## src/design/wtlf_pkg.sv

```systemverilog
// Shared types and constants of the weighted two-parameter line fit.
package wtlf_pkg;

  // Working width of the solver datapath; holds every exact intermediate.
  localparam int W = 208;

  // Sum indexes.
  localparam logic [2:0] T_LL = 3'd0;
  localparam logic [2:0] T_VV = 3'd1;
  localparam logic [2:0] T_VL = 3'd2;
  localparam logic [2:0] T_AV = 3'd3;
  localparam logic [2:0] T_AL = 3'd4;
  localparam logic [2:0] T_AA = 3'd5;

  // Scale factors of the solve.
  localparam logic [63:0] K_ANG  = 64'd1600000;
  localparam logic [63:0] K_VTX  = 64'd1048576;
  localparam logic [63:0] K_ASIG = 64'd104857600000000;
  localparam logic [63:0] K_VSIG = 64'h0010_0000_0000_0000;
  localparam logic [63:0] K_CHI  = 64'd1600;
  localparam logic [63:0] K_D100 = 64'd100;

  // Step counts of the shared unit.
  localparam logic [7:0] MAC_STEPS  = 8'd64;
  localparam logic [7:0] NDIV_STEPS = 8'd64;
  localparam logic [7:0] SQRT_STEPS = 8'd32;

  typedef enum logic [1:0] {
    OP_MAC  = 2'd0,
    OP_DIV  = 2'd1,
    OP_SQRT = 2'd2
  } alu_op_e;

  typedef struct packed {
    logic          valid;
    alu_op_e       op;
    logic          sub;
    logic          narrow;
    logic [W-1:0]  a;
    logic [63:0]   b;
    logic [W-1:0]  c;
  } alu_req_t;

  typedef struct packed {
    logic          done;
    logic [W-1:0]  res;
  } alu_rsp_t;

  typedef struct packed {
    logic signed [23:0] pos_x;
    logic [15:0]        sigma_x;
    logic signed [19:0] len_x;
    logic signed [15:0] mag_x;
    logic signed [23:0] pos_y;
    logic [15:0]        sigma_y;
    logic signed [19:0] len_y;
    logic signed [15:0] mag_y;
    logic               last_hit;
  } hit_t;

  typedef struct packed {
    logic               axis;
    logic signed [31:0] angle;
    logic signed [31:0] vertex;
    logic [31:0]        angle_sigma;
    logic [31:0]        vertex_sigma;
    logic [31:0]        chi_square;
    logic [3:0]         dof;
    logic               singular;
    logic               last_result;
  } res_t;

  function automatic logic [W-1:0] sx64(input logic [63:0] v);
    return {{(W-64){v[63]}}, v};
  endfunction

endpackage

```

## src/design/wtlf_alu.sv

```systemverilog
// Shared iterative unit: multiply-accumulate, restoring divide, integer square root.
module wtlf_alu import wtlf_pkg::*; (
  input  logic     clk_i,
  input  logic     rst_ni,
  input  alu_req_t req_i,
  output alu_rsp_t rsp_o
);

  logic          busy_q;
  logic          done_q;
  logic [7:0]    cnt_q;
  alu_op_e       op_q;
  logic          sub_q;
  logic          narrow_q;
  logic [W-1:0]  opa_q;
  logic [63:0]   opb_q;
  logic [W-1:0]  opc_q;
  logic [W-1:0]  acc_q;
  logic [W-1:0]  rem_q;

  logic [W-1:0]  lhs, rhs, trial;
  logic          sb, nbit, ge;
  logic [W:0]    sum;
  logic [35:0]   rsh, rtr;
  logic [7:0]    steps;

  always_comb begin
    nbit  = narrow_q ? opa_q[63] : opa_q[W-1];
    trial = {rem_q[W-2:0], nbit};
    rsh   = {rem_q[33:0], opa_q[63:62]};
    rtr   = {2'b00, acc_q[31:0], 2'b01};
    unique case (op_q)
      OP_MAC: begin
        lhs = acc_q;
        rhs = opb_q[0] ? opa_q : '0;
        // top multiplier bit carries negative weight
        sb  = sub_q ^ (cnt_q == 8'd1);
      end
      OP_DIV: begin
        lhs = trial;
        rhs = opc_q;
        sb  = 1'b1;
      end
      OP_SQRT: begin
        lhs = W'(rsh);
        rhs = W'(rtr);
        sb  = 1'b1;
      end
      default: begin
        lhs = '0;
        rhs = '0;
        sb  = 1'b0;
      end
    endcase
    sum = {1'b0, lhs} + ({1'b0, rhs} ^ {(W+1){sb}}) + {{W{1'b0}}, sb};
    ge  = ~sum[W];
    unique case (req_i.op)
      OP_MAC:  steps = MAC_STEPS;
      OP_DIV:  steps = req_i.narrow ? NDIV_STEPS : 8'(W);
      OP_SQRT: steps = SQRT_STEPS;
      default: steps = 8'd1;
    endcase
  end

  always_ff @(posedge clk_i or negedge rst_ni) begin
    if (!rst_ni) begin
      busy_q <= 1'b0;
      done_q <= 1'b0;
      cnt_q  <= '0;
    end else begin
      done_q <= 1'b0;
      if (!busy_q) begin
        if (req_i.valid) begin
          busy_q <= 1'b1;
          cnt_q  <= steps;
        end
      end else begin
        cnt_q <= cnt_q - 8'd1;
        if (cnt_q == 8'd1) begin
          busy_q <= 1'b0;
          done_q <= 1'b1;
        end
      end
    end
  end

  always_ff @(posedge clk_i) begin
    if (!busy_q) begin
      if (req_i.valid) begin
        op_q     <= req_i.op;
        sub_q    <= req_i.sub;
        narrow_q <= req_i.narrow;
        opa_q    <= req_i.a;
        opb_q    <= req_i.b;
        opc_q    <= req_i.c;
        acc_q    <= (req_i.op == OP_MAC) ? req_i.c : '0;
        rem_q    <= '0;
      end
    end else begin
      unique case (op_q)
        OP_MAC: begin
          acc_q <= sum[W-1:0];
          opa_q <= {opa_q[W-2:0], 1'b0};
          opb_q <= {1'b0, opb_q[63:1]};
        end
        OP_DIV: begin
          rem_q <= ge ? sum[W-1:0] : trial;
          acc_q <= {acc_q[W-2:0], ge};
          opa_q <= {opa_q[W-2:0], 1'b0};
        end
        OP_SQRT: begin
          rem_q <= ge ? W'(sum[35:0]) : W'(rsh);
          acc_q <= {acc_q[W-2:0], ge};
          opa_q <= {opa_q[W-3:0], 2'b00};
        end
        default: begin
          acc_q <= acc_q;
        end
      endcase
    end
  end

  assign rsp_o.done = done_q;
  assign rsp_o.res  = acc_q;

endmodule
```

## config.mk

```make
export PLATFORM = sky130hd
export DESIGN_NAME = wtlf_alu
export DESIGN_NICKNAME = d
export VERILOG_FILES = /design/src/design/wtlf_pkg.sv /design/src/design/wtlf_alu.sv
export SDC_FILE = /design/constraint.sdc
export NUM_CORES = 2
export LEC_CHECK = 0
export ABC_AREA = 1
export CAP_MARGIN = 20
export CELL_PAD_IN_SITES_DETAIL_PLACEMENT = 1
export CELL_PAD_IN_SITES_GLOBAL_PLACEMENT = 2
export CORE_MARGIN = 2
export CORE_UTILIZATION = 40
export DETAILED_ROUTE_END_ITERATION = 8
export DONT_BUFFER_PORTS = 1
export PLACE_DENSITY_LB_ADDON = 0.1
export SYNTH_ARGS = -nofsm -noshare
export SYNTH_HDL_FRONTEND = slang
export SYNTH_SLANG_ARGS = --single-unit
```

## constraint.sdc

```tcl
create_clock -name clk_i -period 35.2 [get_ports clk_i]
set_input_delay 7.04 -clock clk_i [delete_from_list [all_inputs] [get_ports clk_i]]
set_output_delay 7.04 -clock clk_i [all_outputs]
set_load 0.005 [all_outputs]
```

## After elaboration in Yosys (flattened, before gate mapping)

Cells that the tools add are included.

| storage, ports and cells | value |
|---|---|
| bits in registers | 909 |
| output and inout port bits | 209 |
| word-level logic and storage cells | 66 |

| operators by class | value |
|---|---|
| $add $sub $neg | 3 |
| equality and inequality tests | 9 |
| multiplexer cells | 29 |
| bitwise operators | 4 |
| reduce and logical (&&, ||, !) cells | 10 |

Operators with widths:

| cell | number |
|---|---|
| $mux W208 | 6 |
| $pmux W208 S3 | 2 |
| $pmux W208 S2 | 2 |
| $mux W207 | 3 |
| $pmux W207 S2 | 1 |
| $add A208 B209 Y209 | 1 |
| $add A209 B1 Y209 | 1 |
| $xor A208 B209 Y209 | 1 |
| $mux W64 | 3 |
| $mux W36 | 1 |
| $mux W8 | 3 |
| $pmux W8 S3 | 1 |
| $reduce_and A2 Y1 | 5 |
| $eq A8 B1 Y1 const B | 1 |
| $sub A8 B1 Y8 const B | 1 |
| $mux W1 | 6 |
| $ne A3 B2 Y1 const B | 2 |
| $eq A2 B1 Y1 const B | 2 |
| $eq A2 B2 Y1 const B | 2 |
| $logic_not A2 Y1 | 2 |
| $reduce_or A2 Y1 | 2 |
| $ne A3 B1 Y1 const B | 1 |
| $ne A2 B1 Y1 const B | 1 |
| $not A1 Y1 | 2 |
| 3 further kinds | 3 |

## Depth between registers and ports, before layout

| depth | value |
|---|---|
| depth in word-level cells | 9 |
| gate-level depth with buffers | 36 |

## Least setup slack after synthesis

No wires, ideal clock.

| path | value |
|---|---|
| path type | input port to flip-flop |
| start point | input req_i[484] in the netlist's numbering |
| end point | register opa_q[0] (enable) |
| library setup time | 1,064 ps |
| arrival | 21,635 ps |
| path slack | 12,501 ps |
| stages on the path | 2 |
| cell sequence | nor2_1 -> o21ai_0 |

| between the ends | value |
|---|---|
| cells in the longest elaborated chain, start to end | 2 |

Ends and longest elaborated chain:

| element | RTL line | text |
|---|---|---|
| from (decl) | wtlf_alu.sv:5 | `input alu_req_t req_i,` |
| $reduce_bool A2 Y1 (no source line) | - |  |
| $reduce_and A2 Y1 (no source line) | - |  |
| to (signal assigned) | wtlf_alu.sv:93 | `opa_q <= req_i.a;` |
| to (signal assigned) | wtlf_alu.sv:103 | `opa_q <= {opa_q[W-2:0], 1'b0};` |
| to (signal assigned) | wtlf_alu.sv:109 | `opa_q <= {opa_q[W-2:0], 1'b0};` |
| to (decl) | wtlf_alu.sv:15 | `logic [W-1:0] opa_q;` |

No other way between the ends.
A chain may end at the register's enable or synchronous reset.

## Worst setup path after layout

| path | value |
|---|---|
| start point | input req_i[484] in the netlist's numbering |
| end point | register rem_q[124] (enable) |

| between the ends | value |
|---|---|
| cells in the longest elaborated chain, start to end | 2 |

Ends and longest elaborated chain:

| element | RTL line | text |
|---|---|---|
| $reduce_bool A2 Y1 (no source line) | - |  |
| $reduce_and A2 Y1 (no source line) | - |  |
| to (signal assigned) | wtlf_alu.sv:107 | `rem_q <= ge ? sum[W-1:0] : trial;` |
| to (signal assigned) | wtlf_alu.sv:112 | `rem_q <= ge ? W'(sum[35:0]) : W'(rsh);` |
| to (decl) | wtlf_alu.sv:19 | `logic [W-1:0] rem_q;` |

No other way between the ends.

==> flow_metrics.py <==
metrics = {
    "sta": {
        "rsz0062_at_grt": "false",
        "fmax_mhz": 102,
        "slew-limit-headroom": 0.0662,
        "fin_crit_ns": 9.77,
        "min_period_over_period": 0.277,
        "hold_viol_final": 0,
        "whs_ns": 0.489,
        "tightest_slew_ns": 1.39,
        "slew_viol_final": 0,
        "setup_tns_ns": 0,
        "skew_ns": 0.0755,
        "setup_violations": 0,
    },
    "power": {
        "leakage_nw": 26.5,
        "internal-power_mw": 2.26,
        "sequentialPowerShare": 0.439,
        "pwr-share-clk": 0.331,
        "power.density_nw_per_um2": 48.3,
        "switching_share": 0.353,
        "power_frac_comb": 0.231,
        "power.switching_mw": 1.23,
        "irDropWorstVdd_mv": 0.0437,
    },
    "synthesis": {
        "synth_cell_types": 55,
        "ys_seq_elements": 909,
        "syn_area_um2": 66900,
        "synthesis.nets": 9921,
        "synth_flop_cell": "edfxtp_1",
        "synthXorXnorAreaFrac": 0.0219,
        "async_flop_share": 0.0110,
        "syn_avg_cell_area_um2": 7.25,
        "synth_top_family_by_area": "simple AND/OR/NAND/NOR gates",
        "synth_mux_area_frac": 0,
        "synth_compound_area_frac": 0.215,
        "ys_warn_count": 0,
        "synth-simple-area-share": 0.240,
        "synth-edff-count": 899,
        "ys_seq_area_frac": 0.407,
        "synth_fa_ha_area_frac": 0.0402,
        "syn_inst": 9220,
    },
    "place": {
        "portBuffers": 0,
        "hpwl_um": 260000,
        "placed_cells": 11100,
        "globalplace.congestion": 1.04,
    },
    "route": {
        "vias_per_cell": 5.96,
        "detail_route.first_pass.iterations": 6,
        "postRouteAntennaNets": 0,
        "drc": 0,
        "finalWirelength_um": 321000,
        "drt_iter0_drc": 6726,
        "wl_per_cell_um": 28.5,
        "vias": 67200,
    },
    "status": {
        "status": "finished, final reports clean",
    },
    "cts": {
        "cts_tree": "built",
        "cts_root_buf": "clkbuf_16",
        "clk_latency_ns": 0.85,
        "post_cts_buffers": 0,
        "cts-htree-levels": 3,
        "numCtsBuffers": 107,
        "cts_sinks": 909,
        "cts_hold_buffers": 0,
        "clk_pin_slew_ns": 0.06,
        "cts_max_path_buffers": 3,
        "cts_repair_resize_count": 0,
    },
    "global_route": {
        "antenna_found_initial": 17,
        "grt_pass1_vias": 66500,
        "grt_usage": 0.365,
        "grt_max_degree": 115,
        "grt_pass1_wl_um": 462000,
        "overflow": 0,
    },
    "floorplan": {
        "dieHeight_um": 413,
        "io_pins": 696,
        "coreArea_um2": 167000,
        "initial_utilization": 0.401,
        "die-area_um2": 170000,
        "rows": 150,
        "fp.dieW_um": 413,
    },
    "critical_path": {
        "path_class": "input pin to register",
        "critPathArrivalTime_ns": 10.17,
        "crit_fanout": 93,
        "worstPathRequired_ns": 35.60,
        "endpoint_kind": "register",
        "critPathLaunchType": "input pin",
    },
    "layout": {
        "final_cells": 11300,
        "finalNetCount": 9667,
        "areaGrowthSynthToFinish_pct": 8.00,
        "final_layout_size_suffix_gt1_frac": 0.0356,
    },
    "job": {
        "drv_cap": 0,
    },
    "hold_path": {
        "hp-class": "register to register",
    },
}
==> power by group through the flow <==
stage	logic (mW)	clock network (mW)	registers (mW)
global route	0.881	1.20	1.54
floorplan	0.517	0	1.50
global placement	0.762	0	1.54
CTS	0.791	1.16	1.53
detailed placement	0.785	0	1.55
finish	0.805	1.15	1.53
==> per-layer routing <==
| metal | wire length (um) | share of wire | track usage | vias to the layer above |
|---|---|---|---|---|
| met3 | 26600 | 0.083 | 0.0752 | 356 |
| li1 | - | - | - | 30700 |
| met1 | 148000 | 0.46 | 0.531 | 33600 |
| met2 | 136000 | 0.42 | 0.544 | 2538 |
| met5 | 71 | 0.00022 | 0 | - |
| met4 | 10100 | 0.031 | 0.107 | 10 |
==> cell families after synthesis <==
family	count (synthesis)
compound gates	2502
flops	909
fa+ha+maj	214
xor+xnor	167
simple gates	4117
buf+inv	1311
==> cells in the mapped netlist, types with 16 or more instances <==
| master | number | area [um^2] |
|---|---|---|
| a21boi_0 | 28 | 210 |
| a21o_1 | 44 | 330 |
| a21oi_1 | 738 | 3690 |
| a22o_1 | 75 | 657 |
| a31oi_1 | 44 | 275 |
| a32o_1 | 116 | 1160 |
| buf_1 | 29 | 109 |
| buf_2 | 26 | 130 |
| clkbuf_1 | 369 | 1390 |
| edfxtp_1 | 899 | 27000 |
| ha_1 | 213 | 2670 |
| inv_1 | 831 | 3120 |
| inv_2 | 32 | 120 |
| nand2_1 | 2582 | 9690 |
| nand3_1 | 250 | 1250 |
| nand4_1 | 19 | 119 |
| nor2_1 | 1169 | 4390 |
| nor3_1 | 49 | 245 |
| nor4_1 | 16 | 100 |
| o211ai_1 | 149 | 1120 |
| o21a_1 | 32 | 240 |
| o21ai_0 | 1049 | 5250 |
| o21ai_1 | 132 | 661 |
| o21bai_1 | 43 | 323 |
| o221ai_1 | 31 | 272 |
| xnor2_1 | 91 | 797 |
| xor2_1 | 76 | 666 |
==> placed cells by master, fill, tap and decap left out, types with 75 or more instances in the layout <==
cell / count
buf_4: 77
nor2_1: 1164
o211ai_1: 149
o21ai_1: 134
xor2_1: 76
nand2_1: 2582
edfxtp_1: 899
a32o_1: 116
a22o_1: 75
nand3_1: 250
o21ai_0: 1046
clkbuf_16: 107
inv_1: 828
ha_1: 209
xnor2_1: 91
a21oi_1: 736
==> critical path, cell delays in order <==
cell and delay [ns]:
nor2_1 0.15, inv_1 0.31, o21ai_0 0.37, inv_8 0.56, buf_4 0.76, buf_4 0.74
==> flip-flops by register name, summed over array words and instances, names as in the netlist <==
signal / flops
acc_q: 208
cnt_q: 8
opc_q: 208
op_q: 2
narrow_q: 1
opa_q: 208
opb_q: 64
busy_q: 1
done_q: 1
sub_q: 1
rem_q: 207
==> layout make-up <==
class / count / area (um^2)
inverters: 865 / 3280
multi-input cells: 7000 / 34700
repair buffers: 83 / 698
well taps: 2204 / 2760
flip-flops and latches: 909 / 27200
fillers: 20900 / 94400
clock buffers: 124 / 2740
diodes: 9 / 22.5
clock inverters: 74 / 801
==> path summary, 6_finish.rpt <==
check	start	end	cells after the start	slack, ns
worst max-delay path	req_i[484]	rem_q[124]	6	25.43
worst min-delay path	cnt_q[3]	cnt_q[3]	1	0.49
worst max register to register	op_q[0]	rem_q[81]	27	25.93
worst min register to register	cnt_q[3]	cnt_q[3]	1	0.49
max in group asynchronous	rst_ni	busy_q	0	29.23
min in group asynchronous	rst_ni	cnt_q[4]	0	5.89
==> metrics by stage <==
step	cell area, um^2	setup slack (ns)	utilization	power [mW]
global route	72200	25.29	0.433	3.63
CTS	72100	25.46	0.433	3.48
global placement	68600	24.77	0.412	2.31
finish	72200	25.43	0.433	3.49
detailed placement	68600	24.63	0.412	2.33
floorplan	66900	12.50	-	2.02
No activity file was read; power rests on OpenSTA's default activity.
